$ cat config.mk
export PLATFORM = sky130hd
export DESIGN_NAME = priority_inheritance_mutex
export DESIGN_NICKNAME = d
export VERILOG_FILES = /design/src/sv/pim_pkg.sv /design/src/sv/pim_front.sv /design/src/sv/pim_back.sv /design/src/sv/priority_inheritance_mutex.sv
export SDC_FILE = /design/constraint.sdc
export NUM_CORES = 1
export LEC_CHECK = 0
export BUFFER_PORTS_ARGS = -buffer_cell sky130_fd_sc_hd__buf_2
export CORE_UTILIZATION = 55
export CTS_BUF_LIST = sky130_fd_sc_hd__clkbuf_8
export CTS_CLUSTER_DIAMETER = 40
export DETAILED_ROUTE_END_ITERATION = 7
export PLACE_DENSITY = 0.72
export SYNTH_ARGS = -nofsm -noshare
export SYNTH_HDL_FRONTEND = slang
export SYNTH_SLANG_ARGS = --single-unit
$ cat constraint.sdc
create_clock -name i_clk -period 13.5 [get_ports i_clk]
set_input_delay 1.35 -clock i_clk [delete_from_list [all_inputs] [get_ports i_clk]]
set_output_delay 1.35 -clock i_clk [all_outputs]
set_load 0.02 [all_outputs]
$ cat src/sv/pim_pkg.sv
package pim_pkg;

    localparam int QUEUE_DEPTH_DEF  = 16;
    localparam int TASK_ID_BITS_DEF = 8;
    localparam int PRIO_BITS_DEF    = 8;
    localparam int CMD_FIFO_DEPTH   = 2;

    typedef enum logic [1:0] {
        REQ_LOCK    = 2'd0,
        REQ_UNLOCK  = 2'd1,
        REQ_TIMEOUT = 2'd2,
        REQ_DELETE  = 2'd3
    } t_req;

    typedef enum logic [3:0] {
        ST_GRANTED     = 4'd0,
        ST_UNAVAIL     = 4'd1,
        ST_QUEUED      = 4'd2,
        ST_QFULL       = 4'd3,
        ST_ILLEGAL     = 4'd4,
        ST_NOT_LOCKED  = 4'd5,
        ST_RELEASED    = 4'd6,
        ST_HANDED      = 4'd7,
        ST_TO_REMOVED  = 4'd8,
        ST_TO_OWNER    = 4'd9,
        ST_TO_UNKNOWN  = 4'd10,
        ST_DELETED     = 4'd11
    } t_status;

    typedef enum logic [2:0] {
        S_IDLE,
        S_SEARCH,
        S_SHIFT,
        S_MIN,
        S_DELETE,
        S_EMIT
    } t_state;

endpackage

$ cat src/sv/pim_front.sv
module pim_front #(
    parameter int TASK_ID_BITS = pim_pkg::TASK_ID_BITS_DEF,
    parameter int PRIO_BITS    = pim_pkg::PRIO_BITS_DEF,
    parameter int CMD_W        = 3 + TASK_ID_BITS + PRIO_BITS
) (
    input  logic             i_clk,
    input  logic             i_rst_n,
    input  logic             i_valid,
    output logic             o_ready,
    input  logic [CMD_W-1:0] i_cmd,
    output logic             o_valid,
    input  logic             i_ready,
    output logic [CMD_W-1:0] o_cmd
);
    localparam int D  = pim_pkg::CMD_FIFO_DEPTH;
    localparam int AW = $clog2(D);

    logic [CMD_W-1:0] r_mem [D];
    logic [AW-1:0]    r_wp, r_rp;
    logic [AW:0]      r_cnt;
    logic             push, pop;

    assign o_ready = (r_cnt != (AW+1)'(D));
    assign o_valid = (r_cnt != '0);
    assign push    = i_valid && o_ready;
    assign pop     = o_valid && i_ready;
    assign o_cmd   = r_mem[r_rp];

    always_ff @(posedge i_clk) begin
        if (push) begin
            r_mem[r_wp] <= i_cmd;
        end
    end

    always_ff @(posedge i_clk) begin
        if (!i_rst_n) begin
            r_wp  <= '0;
            r_rp  <= '0;
            r_cnt <= '0;
        end else begin
            if (push) begin
                r_wp <= (r_wp == AW'(D-1)) ? '0 : r_wp + 1'b1;
            end
            if (pop) begin
                r_rp <= (r_rp == AW'(D-1)) ? '0 : r_rp + 1'b1;
            end
            r_cnt <= r_cnt + (AW+1)'(push) - (AW+1)'(pop);
        end
    end

    a_cnt_range: assert property (@(posedge i_clk) disable iff (!i_rst_n)
        r_cnt <= (AW+1)'(D)) else $error("fifo count overflow");
    a_no_push_full: assert property (@(posedge i_clk) disable iff (!i_rst_n)
        (r_cnt == (AW+1)'(D)) |-> !push) else $error("push while full");
    a_pop_dec: assert property (@(posedge i_clk) disable iff (!i_rst_n)
        (pop && !push) |=> (r_cnt == $past(r_cnt) - 1'b1)) else $error("pop count");
endmodule

$ cat src/sv/pim_back.sv
module pim_back #(
    parameter int QUEUE_DEPTH  = pim_pkg::QUEUE_DEPTH_DEF,
    parameter int TASK_ID_BITS = pim_pkg::TASK_ID_BITS_DEF,
    parameter int PRIO_BITS    = pim_pkg::PRIO_BITS_DEF,
    parameter int CMD_W        = 3 + TASK_ID_BITS + PRIO_BITS,
    parameter int RES_W        = 4 + 3 + 3 * TASK_ID_BITS + 2 * PRIO_BITS + 1
) (
    input  logic             i_clk,
    input  logic             i_rst_n,
    input  logic             i_inherit,
    input  logic             i_valid,
    output logic             o_ready,
    input  logic [CMD_W-1:0] i_cmd,
    output logic             o_valid,
    input  logic             i_ready,
    output logic [RES_W-1:0] o_res
);
    localparam int QW = (QUEUE_DEPTH > 1) ? $clog2(QUEUE_DEPTH) : 1;
    localparam int CW = $clog2(QUEUE_DEPTH + 1);
    localparam int IW = TASK_ID_BITS;
    localparam int PW = PRIO_BITS;

    pim_pkg::t_state r_st, n_st;

    logic [IW-1:0] r_ids   [QUEUE_DEPTH];
    logic [PW-1:0] r_prios [QUEUE_DEPTH];
    logic [CW-1:0] r_cnt, n_cnt;
    logic          r_locked, n_locked;
    logic [IW-1:0] r_oid, n_oid;
    logic [PW-1:0] r_obase, n_obase, r_oeff, n_oeff;
    logic [CW-1:0] r_idx, n_idx;
    logic [PW-1:0] r_min, n_min;
    logic [PW-1:0] r_rmp, n_rmp;
    logic          r_unl, n_unl;
    logic [IW-1:0] r_tid, n_tid;

    logic          r_ov, n_ov;
    pim_pkg::t_status r_status, n_status;
    logic          r_wv, n_wv, r_rv, n_rv, r_last, n_last;
    logic [IW-1:0] r_wt, n_wt, r_rt, n_rt;
    logic [PW-1:0] r_rp, n_rp;
    logic          r_pend, n_pend;

    logic          wr_en;
    logic [QW-1:0] wr_a;
    logic [IW-1:0] wr_id;
    logic [PW-1:0] wr_pr;

    pim_pkg::t_req c_req;
    logic [IW-1:0] c_tid;
    logic [PW-1:0] c_prio;
    logic          c_mw;
    logic [QW-1:0] ix;
    logic          take;

    assign c_req  = pim_pkg::t_req'(i_cmd[1:0]);
    assign c_tid  = i_cmd[2 +: IW];
    assign c_prio = i_cmd[2+IW +: PW];
    assign c_mw   = i_cmd[2+IW+PW];
    assign ix     = r_idx[QW-1:0];
    assign o_ready = (r_st == pim_pkg::S_IDLE) && !r_pend && (!r_ov || i_ready);
    assign take   = i_valid && o_ready;
    assign o_valid = r_ov;
    assign o_res = {r_last,
                    r_rv ? r_rp : PW'(0), r_rv ? r_rt : IW'(0), r_rv,
                    r_locked ? r_oeff : PW'(0), r_locked ? r_oid : IW'(0), r_locked,
                    r_wv ? r_wt : IW'(0), r_wv, r_status};

    always_ff @(posedge i_clk) begin
        if (wr_en) begin
            r_ids[wr_a]   <= wr_id;
            r_prios[wr_a] <= wr_pr;
        end
    end

    always_comb begin
        n_st = r_st; n_cnt = r_cnt; n_locked = r_locked; n_oid = r_oid;
        n_obase = r_obase; n_oeff = r_oeff; n_idx = r_idx; n_min = r_min;
        n_rmp = r_rmp; n_unl = r_unl; n_tid = r_tid;
        n_ov = r_ov; n_status = r_status; n_wv = r_wv; n_rv = r_rv; n_last = r_last;
        n_wt = r_wt; n_rt = r_rt; n_rp = r_rp; n_pend = r_pend;
        wr_en = 1'b0; wr_a = r_cnt[QW-1:0]; wr_id = c_tid; wr_pr = c_prio;
        if (r_ov && i_ready) begin
            n_ov = 1'b0;
        end
        if (r_pend && !n_ov) begin
            n_ov = 1'b1;
            n_pend = 1'b0;
        end
        case (r_st)
            pim_pkg::S_IDLE: begin
                if (take) begin
                    n_wv = 1'b0; n_rv = 1'b0; n_last = 1'b1; n_tid = c_tid;
                    n_pend = 1'b1; n_idx = '0;
                    case (c_req)
                        pim_pkg::REQ_LOCK: begin
                            if (!r_locked) begin
                                n_locked = 1'b1; n_oid = c_tid;
                                n_obase = c_prio; n_oeff = c_prio;
                                n_status = pim_pkg::ST_GRANTED;
                            end else if (!c_mw) begin
                                n_status = pim_pkg::ST_UNAVAIL;
                            end else if (r_cnt >= CW'(QUEUE_DEPTH)) begin
                                n_status = pim_pkg::ST_QFULL;
                            end else begin
                                wr_en = 1'b1;
                                n_cnt = r_cnt + 1'b1;
                                if (i_inherit && r_oeff > c_prio) begin
                                    n_oeff = c_prio;
                                end
                                n_status = pim_pkg::ST_QUEUED;
                            end
                        end
                        pim_pkg::REQ_UNLOCK: begin
                            if (!r_locked) begin
                                n_status = pim_pkg::ST_NOT_LOCKED;
                            end else if (r_oid != c_tid) begin
                                n_status = pim_pkg::ST_ILLEGAL;
                            end else begin
                                n_rv = (r_oeff != r_obase); n_rt = r_oid; n_rp = r_obase;
                                if (r_cnt != '0) begin
                                    n_oid = r_ids[0]; n_obase = r_prios[0];
                                    n_oeff = r_prios[0]; n_min = r_prios[0];
                                    n_wv = 1'b1; n_wt = r_ids[0];
                                    n_status = pim_pkg::ST_HANDED;
                                    n_unl = 1'b1; n_pend = 1'b0;
                                    n_st = pim_pkg::S_SHIFT;
                                end else begin
                                    n_locked = 1'b0; n_oid = '0;
                                    n_obase = '0; n_oeff = '0;
                                    n_status = pim_pkg::ST_RELEASED;
                                end
                            end
                        end
                        pim_pkg::REQ_TIMEOUT: begin
                            if (r_locked && r_oid == c_tid) begin
                                n_status = pim_pkg::ST_TO_OWNER;
                            end else begin
                                n_pend = 1'b0; n_unl = 1'b0;
                                n_st = pim_pkg::S_SEARCH;
                            end
                        end
                        default: begin
                            n_locked = 1'b0; n_oid = '0; n_obase = '0; n_oeff = '0;
                            n_status = pim_pkg::ST_DELETED;
                            if (r_cnt != '0) begin
                                n_pend = 1'b0;
                                n_st = pim_pkg::S_DELETE;
                            end
                        end
                    endcase
                end
            end
            pim_pkg::S_SEARCH: begin
                if (r_idx >= r_cnt) begin
                    n_status = pim_pkg::ST_TO_UNKNOWN;
                    n_st = pim_pkg::S_EMIT;
                end else if (r_ids[ix] == r_tid) begin
                    n_rmp = r_prios[ix];
                    n_wv = 1'b1; n_wt = r_tid;
                    n_status = pim_pkg::ST_TO_REMOVED;
                    n_st = pim_pkg::S_SHIFT;
                end else begin
                    n_idx = r_idx + 1'b1;
                end
            end
            pim_pkg::S_SHIFT: begin
                if (r_idx + 1'b1 < r_cnt) begin
                    wr_en = 1'b1; wr_a = ix;
                    wr_id = r_ids[QW'(r_idx + 1'b1)];
                    wr_pr = r_prios[QW'(r_idx + 1'b1)];
                    n_idx = r_idx + 1'b1;
                end else begin
                    n_cnt = r_cnt - 1'b1;
                    n_idx = '0;
                    if (r_unl) begin
                        n_st = i_inherit ? pim_pkg::S_MIN : pim_pkg::S_EMIT;
                    end else if (r_locked && i_inherit && r_oeff == r_rmp) begin
                        n_min = r_obase;
                        n_st = pim_pkg::S_MIN;
                    end else begin
                        n_st = pim_pkg::S_EMIT;
                    end
                end
            end
            pim_pkg::S_MIN: begin
                if (r_idx >= r_cnt) begin
                    n_oeff = r_min;
                    n_st = pim_pkg::S_EMIT;
                end else begin
                    if (r_prios[ix] < r_min) begin
                        n_min = r_prios[ix];
                    end
                    n_idx = r_idx + 1'b1;
                end
            end
            pim_pkg::S_DELETE: begin
                if (!n_ov) begin
                    n_ov = 1'b1;
                    n_wv = 1'b1; n_wt = r_ids[ix];
                    n_last = (r_idx + 1'b1 == r_cnt);
                    if (r_idx + 1'b1 == r_cnt) begin
                        n_cnt = '0; n_idx = '0;
                        n_st = pim_pkg::S_IDLE;
                    end else begin
                        n_idx = r_idx + 1'b1;
                    end
                end
            end
            pim_pkg::S_EMIT: begin
                n_pend = 1'b1;
                n_st = pim_pkg::S_IDLE;
            end
            default: n_st = pim_pkg::S_IDLE;
        endcase
    end

    always_ff @(posedge i_clk) begin
        if (!i_rst_n) begin
            r_st <= pim_pkg::S_IDLE; r_cnt <= '0; r_locked <= 1'b0; r_oid <= '0;
            r_obase <= '0; r_oeff <= '0; r_ov <= 1'b0; r_pend <= 1'b0;
        end else begin
            r_st <= n_st; r_cnt <= n_cnt; r_locked <= n_locked; r_oid <= n_oid;
            r_obase <= n_obase; r_oeff <= n_oeff; r_ov <= n_ov; r_pend <= n_pend;
        end
    end

    always_ff @(posedge i_clk) begin
        r_idx <= n_idx; r_min <= n_min; r_rmp <= n_rmp; r_unl <= n_unl; r_tid <= n_tid;
        r_status <= n_status; r_wv <= n_wv; r_rv <= n_rv; r_last <= n_last;
        r_wt <= n_wt; r_rt <= n_rt; r_rp <= n_rp;
    end

    a_cnt_max: assert property (@(posedge i_clk) disable iff (!i_rst_n)
        r_cnt <= CW'(QUEUE_DEPTH)) else $error("queue count overflow");
    a_q_needs_owner: assert property (@(posedge i_clk) disable iff (!i_rst_n)
        (r_st == pim_pkg::S_IDLE && r_cnt != '0) |-> r_locked)
        else $error("waiters without owner");
    a_take_idle: assert property (@(posedge i_clk) disable iff (!i_rst_n)
        take |=> (r_pend || r_st != pim_pkg::S_IDLE)) else $error("item dropped");
endmodule

$ cat src/sv/priority_inheritance_mutex.sv
// Unlock handover, timeout and delete step serially through the waiter array
// in the back end (queue search, shift and minimum); the back end takes no new
// command until the one before is through. Delete emits one result a cycle,
// one per waiter, while m_axis_tready is held high.
// Reset: synchronous active-low; mutex free, queue empty, inherit_enable 1.
module priority_inheritance_mutex #(
    parameter int QUEUE_DEPTH  = pim_pkg::QUEUE_DEPTH_DEF,
    parameter int TASK_ID_BITS = pim_pkg::TASK_ID_BITS_DEF,
    parameter int PRIO_BITS    = pim_pkg::PRIO_BITS_DEF,
    parameter int IN_W  = 3 + TASK_ID_BITS + PRIO_BITS,
    parameter int RES_W = 4 + 3 + 3 * TASK_ID_BITS + 2 * PRIO_BITS + 1
) (
    input  logic i_clk,
    input  logic i_rst_n,
    input  logic i_cfg_valid,
    output logic o_cfg_ready,
    input  logic i_cfg_data,
    input  logic s_axis_tvalid,
    output logic s_axis_tready,
    // req_type, task_id, task_prio, may_wait, zero fill
    input  logic [((IN_W+7)/8)*8-1:0] s_axis_tdata,
    output logic m_axis_tvalid,
    input  logic m_axis_tready,
    // status, wake_valid, wake_task, owner_valid, owner_task, owner_prio,
    // restore_valid, restore_task, restore_prio, zero fill
    output logic [((RES_W-1+7)/8)*8-1:0] m_axis_tdata,
    output logic m_axis_tlast
);
    localparam int OW = ((RES_W-1+7)/8)*8;

    logic            r_inherit;
    logic            fv, fr;
    logic [IN_W-1:0] fcmd;
    logic [RES_W-1:0] res;

    assign o_cfg_ready = 1'b1;
    always_ff @(posedge i_clk) begin
        if (!i_rst_n) begin
            r_inherit <= 1'b1;
        end else if (i_cfg_valid) begin
            r_inherit <= i_cfg_data;
        end
    end

    pim_front #(.TASK_ID_BITS(TASK_ID_BITS), .PRIO_BITS(PRIO_BITS), .CMD_W(IN_W)) u_front (
        .i_clk(i_clk), .i_rst_n(i_rst_n),
        .i_valid(s_axis_tvalid), .o_ready(s_axis_tready), .i_cmd(s_axis_tdata[IN_W-1:0]),
        .o_valid(fv), .i_ready(fr), .o_cmd(fcmd)
    );

    pim_back #(.QUEUE_DEPTH(QUEUE_DEPTH), .TASK_ID_BITS(TASK_ID_BITS),
               .PRIO_BITS(PRIO_BITS), .CMD_W(IN_W), .RES_W(RES_W)) u_back (
        .i_clk(i_clk), .i_rst_n(i_rst_n), .i_inherit(r_inherit),
        .i_valid(fv), .o_ready(fr), .i_cmd(fcmd),
        .o_valid(m_axis_tvalid), .i_ready(m_axis_tready), .o_res(res)
    );

    assign m_axis_tdata = OW'(res[RES_W-2:0]);
    assign m_axis_tlast = res[RES_W-1];
endmodule
---- After elaboration in Yosys (flattened, before gate mapping) ----
Memories as Yosys holds them, arrays and structs flattened. A register that Yosys moved wholly into a read port is not among the register bits.
Index checks and enable logic that the tools add are counted.
cells by class
  add/subtract/negate cells ............... 7
  magnitude comparators ................... 5
  equality and inequality tests ........... 50
  muxes and demuxes ....................... 143
  bitwise gates (word level) .............. 5
  reduce and logical (&&, ||, !) cells .... 42
operator list
  operator                                                         number
  8-bit two-way mux                                                41
  8-bit one-hot mux with 3 select lines                            5
  5-bit two-way mux                                                15
  4-bit two-way mux                                                12
  3-bit two-way mux                                                15
  1-bit two-way mux                                                41
  2-bit != test, second input constant                             18
  9-bit AND reduction                                              3
  5-bit one-hot mux with 5 select lines                            1
  8-bit == test                                                    3
  2-bit by 1-bit != test with 1-bit output, second input constant  9
  8-bit != test                                                    2
  8-bit one-hot mux with 2 select lines                            1
  3-bit != test, second input constant                             5
  3-bit one-hot mux with 5 select lines                            1
  5-bit one-hot mux with 3 select lines                            1
  4-bit one-hot mux with 3 select lines                            1
  12-bit AND reduction                                             1
  6-bit AND reduction                                              2
  11-bit AND reduction                                             1
  5-bit by 1-bit adder with 5-bit output, second input constant    2
  1-bit logical AND                                                10
  5-bit AND reduction                                              2
  2-bit nonzero test                                               5
  other kinds (35)                                                 55
storage, ports and cells
  bits in registers ....................... 101
  bits in writable memories ............... 294
  input bits .............................. 30
  output and inout port bits .............. 52
  word-level logic and storage cells ...... 279
  memories kept ........................... 3
memories
  name            words  width  rd ports  clocked after Yosys merged registers in  wr ports  RTL line         text
  u_back.r_ids    16     8      3         1                                        1         pim_back.sv:25   logic [IW-1:0] r_ids [QUEUE_DEPTH];
  u_back.r_prios  16     8      3         1                                        1         pim_back.sv:26   logic [PW-1:0] r_prios [QUEUE_DEPTH];
  u_front.r_mem   2      19     1         1                                        1         pim_front.sv:18  logic [CMD_W-1:0] r_mem [D];

---- Longest topological paths before layout ----
Gate-level depths: netlist of run 1.
  word-level depth ........................ 9
  depth in mapped cells ................... 16
  gate-level depth less buffers ........... 12

---- Modules after synthesis ----
Synthesis of run 1 repeated with hierarchy kept, for this count alone.
second synthesis, totals
  cells, all modules ...................... 1,262
  area, all modules ....................... 19,635.1 µm²
by module, submodules not included
  module                      instances  cells an instance  area each (µm²)
  pim_back                    1          1,172              17,920.9
  pim_front                   1          83                 1,657.8
  priority_inheritance_mutex  1          7                  56.3

---- Worst setup path after synthesis of run 1 ----
Ideal clock, no wire load.
  path kind ............................... register to register
  from .................................... register u_back.r_idx[0]
  to ...................................... memory u_back.r_ids[15][0] (netlist bit) (enable)
  library setup time ...................... 0.388 ns
  arrival time ............................ 4.000 ns
  required time ........................... 13.112 ns
  setup slack ............................. 9.111 ns
  stages on the path, launching flop included .. 14
  path buffers ............................ 3
  period minus slack after synthesis ...... 4.389 ns
  cell sequence ........................... edfxtp_1 -> clkbuf_1 -> nand3_1 -> xnor2_1 -> clkbuf_1 -> inv_1 -> ha_1 -> a21o_1 -> a2111oi_0 -> nand2_1 -> clkbuf_1 -> nor2_1 -> a31oi_1 -> nor2_1
between the ends
  cells in the longest elaborated chain, start to end .. 6
ends and longest elaborated chain
  what                                     RTL line         text
  from (decl)                              pim_back.sv:31   logic [CW-1:0] r_idx, n_idx;
  from (signal assigned)                   pim_back.sv:229  r_idx <= n_idx; r_min <= n_min; r_rmp <= n_rmp; r_unl <= n_unl; r_tid <= n_tid;
  5-bit by 1-bit adder with 5-bit output   pim_back.sv:168  if (r_idx + 1'b1 < r_cnt) begin
  5-bit less-than comparator               pim_back.sv:168
  1-bit two-way mux                        pim_back.sv:168
  1-bit one-hot mux with 2 select lines    pim_back.sv:90   case (r_st)
  1-bit two-way mux                        pim_back.sv:70   if (wr_en) begin
  1-bit two-way mux (not written as such)  pim_back.sv:71   r_ids[wr_a] <= wr_id;
  to (decl)                                pim_back.sv:25
Several ways; a longest one is shown, not always the timed one.

==> key figures, run 1 <==
STA
  • Final setup vio count: 0
  • Layout Skew: 0.0299 ns
  • Setup ws final: 8.62 ns
  • Tightest Pin Transition: 1.29 ns
  • Max Slew Vio Count: 0
  • TNS Setup: 0 ns
  • Final Hold Vio Count: 0
  • RSZ-0062 raised after global routing: false
  • Final period utilization: 36.1%
  • Fin crit period: 4.88 ns
  • Slew HR: 13.7%
  • Fmax: 205 MHz

Route
  • Avg WL per Cell: 25.8 µm
  • First drt pass iteration count: 5
  • ANT nets after route: 0
  • DR vias: 12400
  • Drc violations: 0
  • Initial drt markers: 1290
  • Avg Vias per Cell: 6.45
  • Final WL: 49.6 mm

Power and ir drop
  • Power Dens Cells: 236 nW/µm²
  • Max VDD drop: 0.167 mV
  • Leak pwr: 7.57 nW
  • Total power: 5.21 mW

Setup path
  • Crit path arrival time: 5.11 ns
  • Worst setup EP type: register
  • Crit path kind: reg2reg
  • Data required, critical path: 13.74 ns
  • CP max-delay cell: a31oi_1
  • Max incr delay on CP: 0.78 ns
  • Worst Path Max Fanout: 42
  • Critical-path cell list: buf_4 -> mux4_2 -> mux4_2 -> ha_1 -> a21oi_1 -> nor2b_1 -> o21ai_0 -> nand4b_1 -> o21ai_0 -> nand4_1 -> a31oi_1
  • Startpoint class of the critical path: register

GRT
  • GR peak layer: met2
  • Vias in the first global route: 12300
  • Remaining Overflow, GRT: 0
  • Antenna violations before repair: 0
  • Global-route met3 utilization: 5.04%
  • Largest net degree at the start of global routing: 47
  • Met1 GRT Util: 37.5%
  • First-pass GRT wire length: 74.4 mm
  • M2 GR Usage: 44.3%
  • Tot GR Track Use: 27.8%

Clocking
  • CTS root buf: clkbuf_8
  • Clock sink count: 400
  • Post-cts hold buffer count: 0
  • Num CTS Buffers: 70
  • Total of cells resized after clock tree synthesis: 0
  • Post-CTS setup buffer count: 0
  • H-Tree Depth: 3
  • Max Root-Sink Buffers: 3
  • Clk slew on worst S/H paths: 0.06 ns
  • Worst-Skew Late Latency: 0.63 ns
  • CTS tree: yes

Yosys
  • Synth Flop Type: edfxtp_1
  • Syn_nets: 1377
  • Post-Syn Area: 19900 µm²
  • YS warnings: 0
  • Seq/Total Area, Yosys: 58.2%
  • EDFF count, synth: 355
  • Cells after Synth: 1309
  • Unique masters post-synth: 75
  • Number of synthesized register bits: 400
  • Largest area contributor in the netlist: edfxtp_1
  • Top cell type's share of synthesized area: 53.6%
  • Mapped Avg Cell Area: 15.2 µm²
  • Share of async-settable or async-resettable flops after synthesis: 0%
  • Area contributors post-synth: edfxtp_1, mux4_2, dfxtp_1

Die
  • Initial cell density of the core: 55.9%
  • Die height: 192 µm
  • Die ar.: 36900 µm²
  • Top Ports: 82
  • Die X: 192 µm
  • # rows: 69
  • CORE AREA: 35600 µm²

Final layout
  • Ant diodes: 0
  • Filler cells: 2572
  • Layout cells sized above 1: 27.3%
  • Most frequent cells in the layout: edfxtp_1, mux4_2, nor2_1, buf_2, clkbuf_8
  • Top flop regs: u_back.r_ids x128, u_back.r_prios x128, u_front.r_mem x38
  • Commonest non-fill, non-tap cell in the layout: edfxtp_1
  • Finished Layout Cells: 1925
  • Post-layout net count: 1476
  • P&R area growth vs syn: 10.9%

Placement
  • Number of buffers added on ports: 74
  • Detailed-placement wirelength estimate: 31.4 mm
  • DP Worst Slack: 8.65 ns
  • Gp weighted congestion: 0.902
  • Placed cells: 1797

Status
  • Outcome: finished, final reports clean

Flow run
  • Max-cap violations: 0

Min path
  • HP Start: u_front.r_rp
  • Hold WC Path Type: reg2reg
## final cells by class
cell class | instances | area, µm² | share of cell area, %
repair buffers | 109 | 633 | 2.87
flip-flops and latches | 400 | 11600 | 52.5
clock inverters | 55 | 369 | 1.67
clock buffers | 73 | 1000 | 4.56
multi-input cells | 785 | 7740 | 35.1
inverters | 42 | 158 | 0.715
well taps | 461 | 577 | 2.62
## worst max-delay path, delay by kind of cell (launching register included)
kind / cells / cell delay, ns
AO/OA/AOI/OAI: 4 / 1.34
multiplexers: 2 / 1.17
buffers and inverters: 1 / 0.74
flip-flops: 1 / 0.54
AND/OR/NAND/NOR: 3 / 0.35
adder cells (fa/ha/maj): 1 / 0.34
## metrics by stage
step	area (µm²)	hold slack (ns)	util, %
finish	22000	0.502	62.0
CTS	22000	0.504	62.0
detailed placement	20700	0.490	58.1
global route	22000	0.549	62.0
global placement	20700	0.487	58.1
floorplan	19900	0.465	-
## Yosys cell counts, types with 12 or more instances
library cell,instances
nand2_1,53
dfxtp_1,45
mux2i_1,50
mux4_2,135
a21oi_1,69
nor2_1,104
a211oi_1,19
edfxtp_1,355
and2_1,42
buf_1,16
nor3_1,13
inv_1,42
o21ai_0,29
xnor2_1,28
clkbuf_1,32
a22oi_1,12
xor2_1,16
nor2b_1,16
ha_1,37
nand3_1,18
## kinds of logic after synthesis
kind of cell | after synthesis | synth area share [%]
flip-flops | 400 | 58.2
XOR/XNOR | 44 | 1.94
AO/OA/AOI/OAI | 205 | 6.84
other | 2 | 0.0378
adder cells (fa/ha/maj) | 38 | 2.43
buffers and inverters | 124 | 3.40
multiplexers | 209 | 20.0
AND/OR/NAND/NOR | 287 | 7.16
## report_power, final
part	switching, mW	internal [mW]	total [mW]	leakage [nW]
Combinational	1.33	0.973	2.30	3.22
Clock	0.504	0.586	1.09	0.758
Sequential	0.139	1.67	1.81	3.59
Total	1.97	3.23	5.21	7.57
## metal layers
metal	vias up	wire [µm]
met4	0	1890
met1	6244	19900
met2	660	23600
met3	114	4250
met5	-	0
li1	5397	-
## worst paths after layout
check               endpoint  slack (ns)  depth (start not counted)
min reg2reg         register        0.50                          2
max          u_back.r_min[4]        8.62                         11
min                 register        0.50                          2
max reg2reg  u_back.r_min[4]        8.62                         11
No activity file was read; power rests on OpenSTA's default activity.
==> run 2: changes to the inputs <==
Settings changed: ABC_AREA set to 1.
Clock period 13.5 ns to 4.7 ns, I/O delays scaled along.
==> run 2 against run 1 <==
First-iteration DRC count up 32%. Critical endpoint is now u_back.r_prios[2][7]. Largest power group unchanged. Via count up 37%. Die area up 3.5%. Largest cell class unchanged. Area after synthesis up 3.5%. Global-route usage up 2.3 points. Core utilization down 0.096 points. Sequential power rose to 2.8 times the previous value. Clock power rose to 2.7 times the previous value. Count of clock-buffer cells in the layout up 1. Synthesized cell count up 73%. Fmax up 29%.
==> key figures, run 2 <==
STA
  • Max Slew Vio Count: 0 (unchanged)
  • Fin crit period: 3.78 ns (was 4.88 ns)
  • Fmax: 265 MHz (was 205 MHz)
  • Tightest Pin Transition: 1.20 ns (was 1.29 ns)
  • RSZ-0062 raised after global routing: false (unchanged)
  • Slew HR: 20.0% (was 13.7%)
  • Final period utilization: 80.4% (was 36.1%)
  • TNS Setup: 0 ns (unchanged)
  • Setup ws final: 0.922 ns (was 8.62 ns)
  • Layout Skew: 0.0296 ns (was 0.0299 ns)
  • Final setup vio count: 0 (unchanged)
  • Final Hold Vio Count: 0 (unchanged)

Placement
  • Number of buffers added on ports: 74 (unchanged)
  • DP Worst Slack: 1.01 ns (was 8.65 ns)
  • Placed inst area: 21400 µm² (was 20700 µm²)
  • Detailed-placement wirelength estimate: 36.5 mm (was 31.4 mm)
  • Gp weighted congestion: 0.927 (was 0.902)

Setup path
  • Reg2reg path depth: 15 (was 11)
  • Data required, critical path: 4.99 ns (was 13.74 ns)
  • Worst R2R End: u_back.r_prios[2][7] (was u_back.r_min[4])
  • Startpoint class of the critical path: register (unchanged)
  • Worst Path Max Fanout: 17 (was 42)
  • Reg2reg setup slack: 0.92 ns (was 8.62 ns)
  • Reg-to-reg critical path startpoint: u_back.r_idx[0]
  • Crit path arrival time: 4.07 ns (was 5.11 ns)
  • Worst setup EP type: register (unchanged)
  • Crit path kind: reg2reg (unchanged)

Yosys
  • Cells after Synth: 2266 (was 1309)
  • EDFF count, synth: 355 (unchanged)
  • Most common cell in the netlist: nand2_1 (was edfxtp_1)
  • Area contributors post-synth: edfxtp_1, nand2_1, nand3_1 (was edfxtp_1, mux4_2, dfxtp_1)
  • Largest area contributor in the netlist: edfxtp_1 (unchanged)
  • Top cells by count, synth: nand2_1, edfxtp_1, inv_1 (was edfxtp_1, mux4_2, nor2_1)
  • Unique masters post-synth: 48 (was 75)
  • Post-Syn Area: 20600 µm² (was 19900 µm²)
  • Syn_nets: 2334 (was 1377)
  • YS warnings: 0 (unchanged)
  • Number of synthesized register bits: 400 (unchanged)
  • Synth Flop Type: edfxtp_1 (unchanged)
  • Seq/Total Area, Yosys: 56.2% (was 58.2%)
  • Share of async-settable or async-resettable flops after synthesis: 0% (unchanged)
  • Mapped Avg Cell Area: 9.08 µm² (was 15.2 µm²)
  • Top cell type's share of synthesized area: 51.8% (was 53.6%)

Die
  • Die X: 195 µm (was 192 µm)
  • CORE AREA: 36700 µm² (was 35600 µm²)
  • Initial cell density of the core: 56.1% (was 55.9%)
  • Top Ports: 82 (unchanged)
  • Die height: 195 µm (was 192 µm)
  • # rows: 70 (was 69)
  • Die ar.: 38200 µm² (was 36900 µm²)

Power and ir drop
  • Power Dens Cells: 670 nW/µm² (was 236 nW/µm²)
  • Leak pwr: 9.34 nW (was 7.57 nW)
  • Max VDD drop: 0.410 mV (was 0.167 mV)

Route
  • Drc violations: 0 (unchanged)
  • Avg Vias per Cell: 5.99 (was 6.45)
  • Initial drt markers: 1697 (was 1290)
  • Avg WL per Cell: 20.1 µm (was 25.8 µm)
  • ANT nets after route: 0 (unchanged)
  • Final WL: 57.3 mm (was 49.6 mm)
  • First drt pass iteration count: 7 (was 5)
  • DR vias: 17000 (was 12400)

Clocking
  • Total of cells resized after clock tree synthesis: 0 (unchanged)
  • CTS tree: yes (unchanged)
  • CTS root buf: clkbuf_8 (unchanged)
  • Clk slew on worst S/H paths: 0.06 ns (about the same)
  • Clock sink count: 400 (unchanged)
  • Worst-Skew Late Latency: 0.64 ns (was 0.63 ns)
  • H-Tree Depth: 3 (unchanged)
  • Num CTS Buffers: 68 (was 70)
  • Max Root-Sink Buffers: 3 (unchanged)
  • Post-cts hold buffer count: 1 (was 0)
  • Post-CTS setup buffer count: 0 (unchanged)

Final layout
  • Ant diodes: 0 (unchanged)
  • Most frequent cells in the layout: nand2_1, edfxtp_1, inv_1, nand3_1, o21ai_0 (was edfxtp_1, mux4_2, nor2_1, buf_2, clkbuf_8)
  • Top flop regs: u_back.r_ids x128, u_back.r_prios x128, u_front.r_mem x38 (unchanged)
  • Post-layout net count: 2398 (was 1476)
  • Commonest non-fill, non-tap cell in the layout: nand2_1 (was edfxtp_1)
  • P&R area growth vs syn: 10.3% (was 10.9%)
  • Fin area: 22700 µm² (was 22000 µm²)
  • Layout cells sized above 1: 10.6% (was 27.3%)

GRT
  • First-pass GRT wire length: 88.6 mm (was 74.4 mm)
  • Antenna violations before repair: 0 (unchanged)
  • Largest net degree at the start of global routing: 163 (was 47)
  • Tot GR Track Use: 30.1% (was 27.8%)
  • Remaining Overflow, GRT: 0 (unchanged)
  • Vias in the first global route: 16600 (was 12300)

Min path
  • Min-Delay Endpoint: u_front.r_mem[0][17]
  • HP Start: s_axis_tdata[17] (was u_front.r_rp)
  • Hold Path Cell Cnt: 1 (was 2)
  • Hold WC Path Type: in2reg (was reg2reg)

Status
  • Outcome: finished, final reports clean (unchanged)

Flow run
  • Max-cap violations: 0 (unchanged)
-- run 2: cell count changes in the layout (fill, tap and decap cells not counted), sizes merged, moves of 59 or more --
cell / delta
inv: +280
nand2: +344
mux4: -146
o21ai: +209
a21oi: +132
nand3: +245
o211ai: +59
-- run 2: worst max-delay path by stage --
stage | slack [ns] | end | from | depth (start not counted)
6_report | 0.92 | u_back.r_prios[2][7] | u_back.r_idx[0] | 15
5_1_grt | 0.70 | u_back.r_prios[2][7] | u_back.r_idx[1] | 15
4_1_cts | 0.97 | u_back.r_prios[2][7] | u_back.r_idx[0] | 15
3_5_place_dp | 1.01 | u_back.r_prios[2][3] | u_back.r_idx[1] | 15
3_3_place_gp | 1.08 | u_back.r_prios[2][2] | u_back.r_idx[1] | 15
2_1_floorplan | 0.58 | u_back.r_ids[1][0] | u_back.r_idx[0] | 14
-- run 2: final cells by class --
class | count | area, µm²
sequential | 400 | 11600
timing repair buffer | 128 | 803
tap | 468 | 586
multi-input combinational | 1403 | 7260
clock inverter | 41 | 244
fill | 2992 | 14000
inverter | 329 | 1230
clock buffer | 74 | 1020
-- run 2: worst max-delay path: stages, from the launching register on --
cell,delay [ns]
edfxtp_1,0.50
ha_4,0.23
nand3_1,0.09
xor2_1,0.19
inv_1,0.06
ha_1,0.29
nand2_1,0.09
nor2_1,0.12
nand2_1,0.06
nand4_1,0.10
clkinv_1,0.33
buf_4,0.34
o21ai_0,0.35
nand3_1,0.21
nor2_1,0.15
buf_4,0.32
-- run 2: stage by stage --
stage	power (mW)	hold WS, ns	instances	utilization (%)
after global placement	11.9	0.455	2727	58.4
after detailed placement	12.1	0.466	2727	58.4
after global routing	16.1	0.00983	2843	61.9
after floorplan	9.94	0.443	2266	-
final	15.2	0.0380	2843	61.9
after CTS	15.1	0.000623	2843	61.9
-- run 2: kinds of logic after synthesis --
logic type,share of synthesized area [%]
AND/OR/NAND/NOR,16.3
AO/OA/AOI/OAI,15.2
buffers and inverters,8.75
flip-flops,56.2
adder cells (fa/ha/maj),2.35
XOR/XNOR,0.894
multiplexers,0.340
other,0.0365
-- run 2: metal layers --
layer / up-vias / part of all wire (%) / track usage, % / routed length [µm]
li1: 7925 / - / - / -
met1: 8067 / 41 / 39.7 / 23400
met2: 866 / 47 / 47.9 / 26700
met3: 185 / 7.9 / 4.89 / 4540
met4: 0 / 4.6 / 16.4 / 2660
met5: - / 0 / 0 / 0
-- run 2: report_power, final --
| part | leakage (nW) | total (mW) | internal (mW) | switching, mW |
|---|---|---|---|---|
| Clock | 0.699 | 2.98 | 1.56 | 1.41 |
| Sequential | 3.59 | 5.04 | 4.67 | 0.375 |
| Combinational | 5.05 | 7.19 | 2.08 | 5.11 |
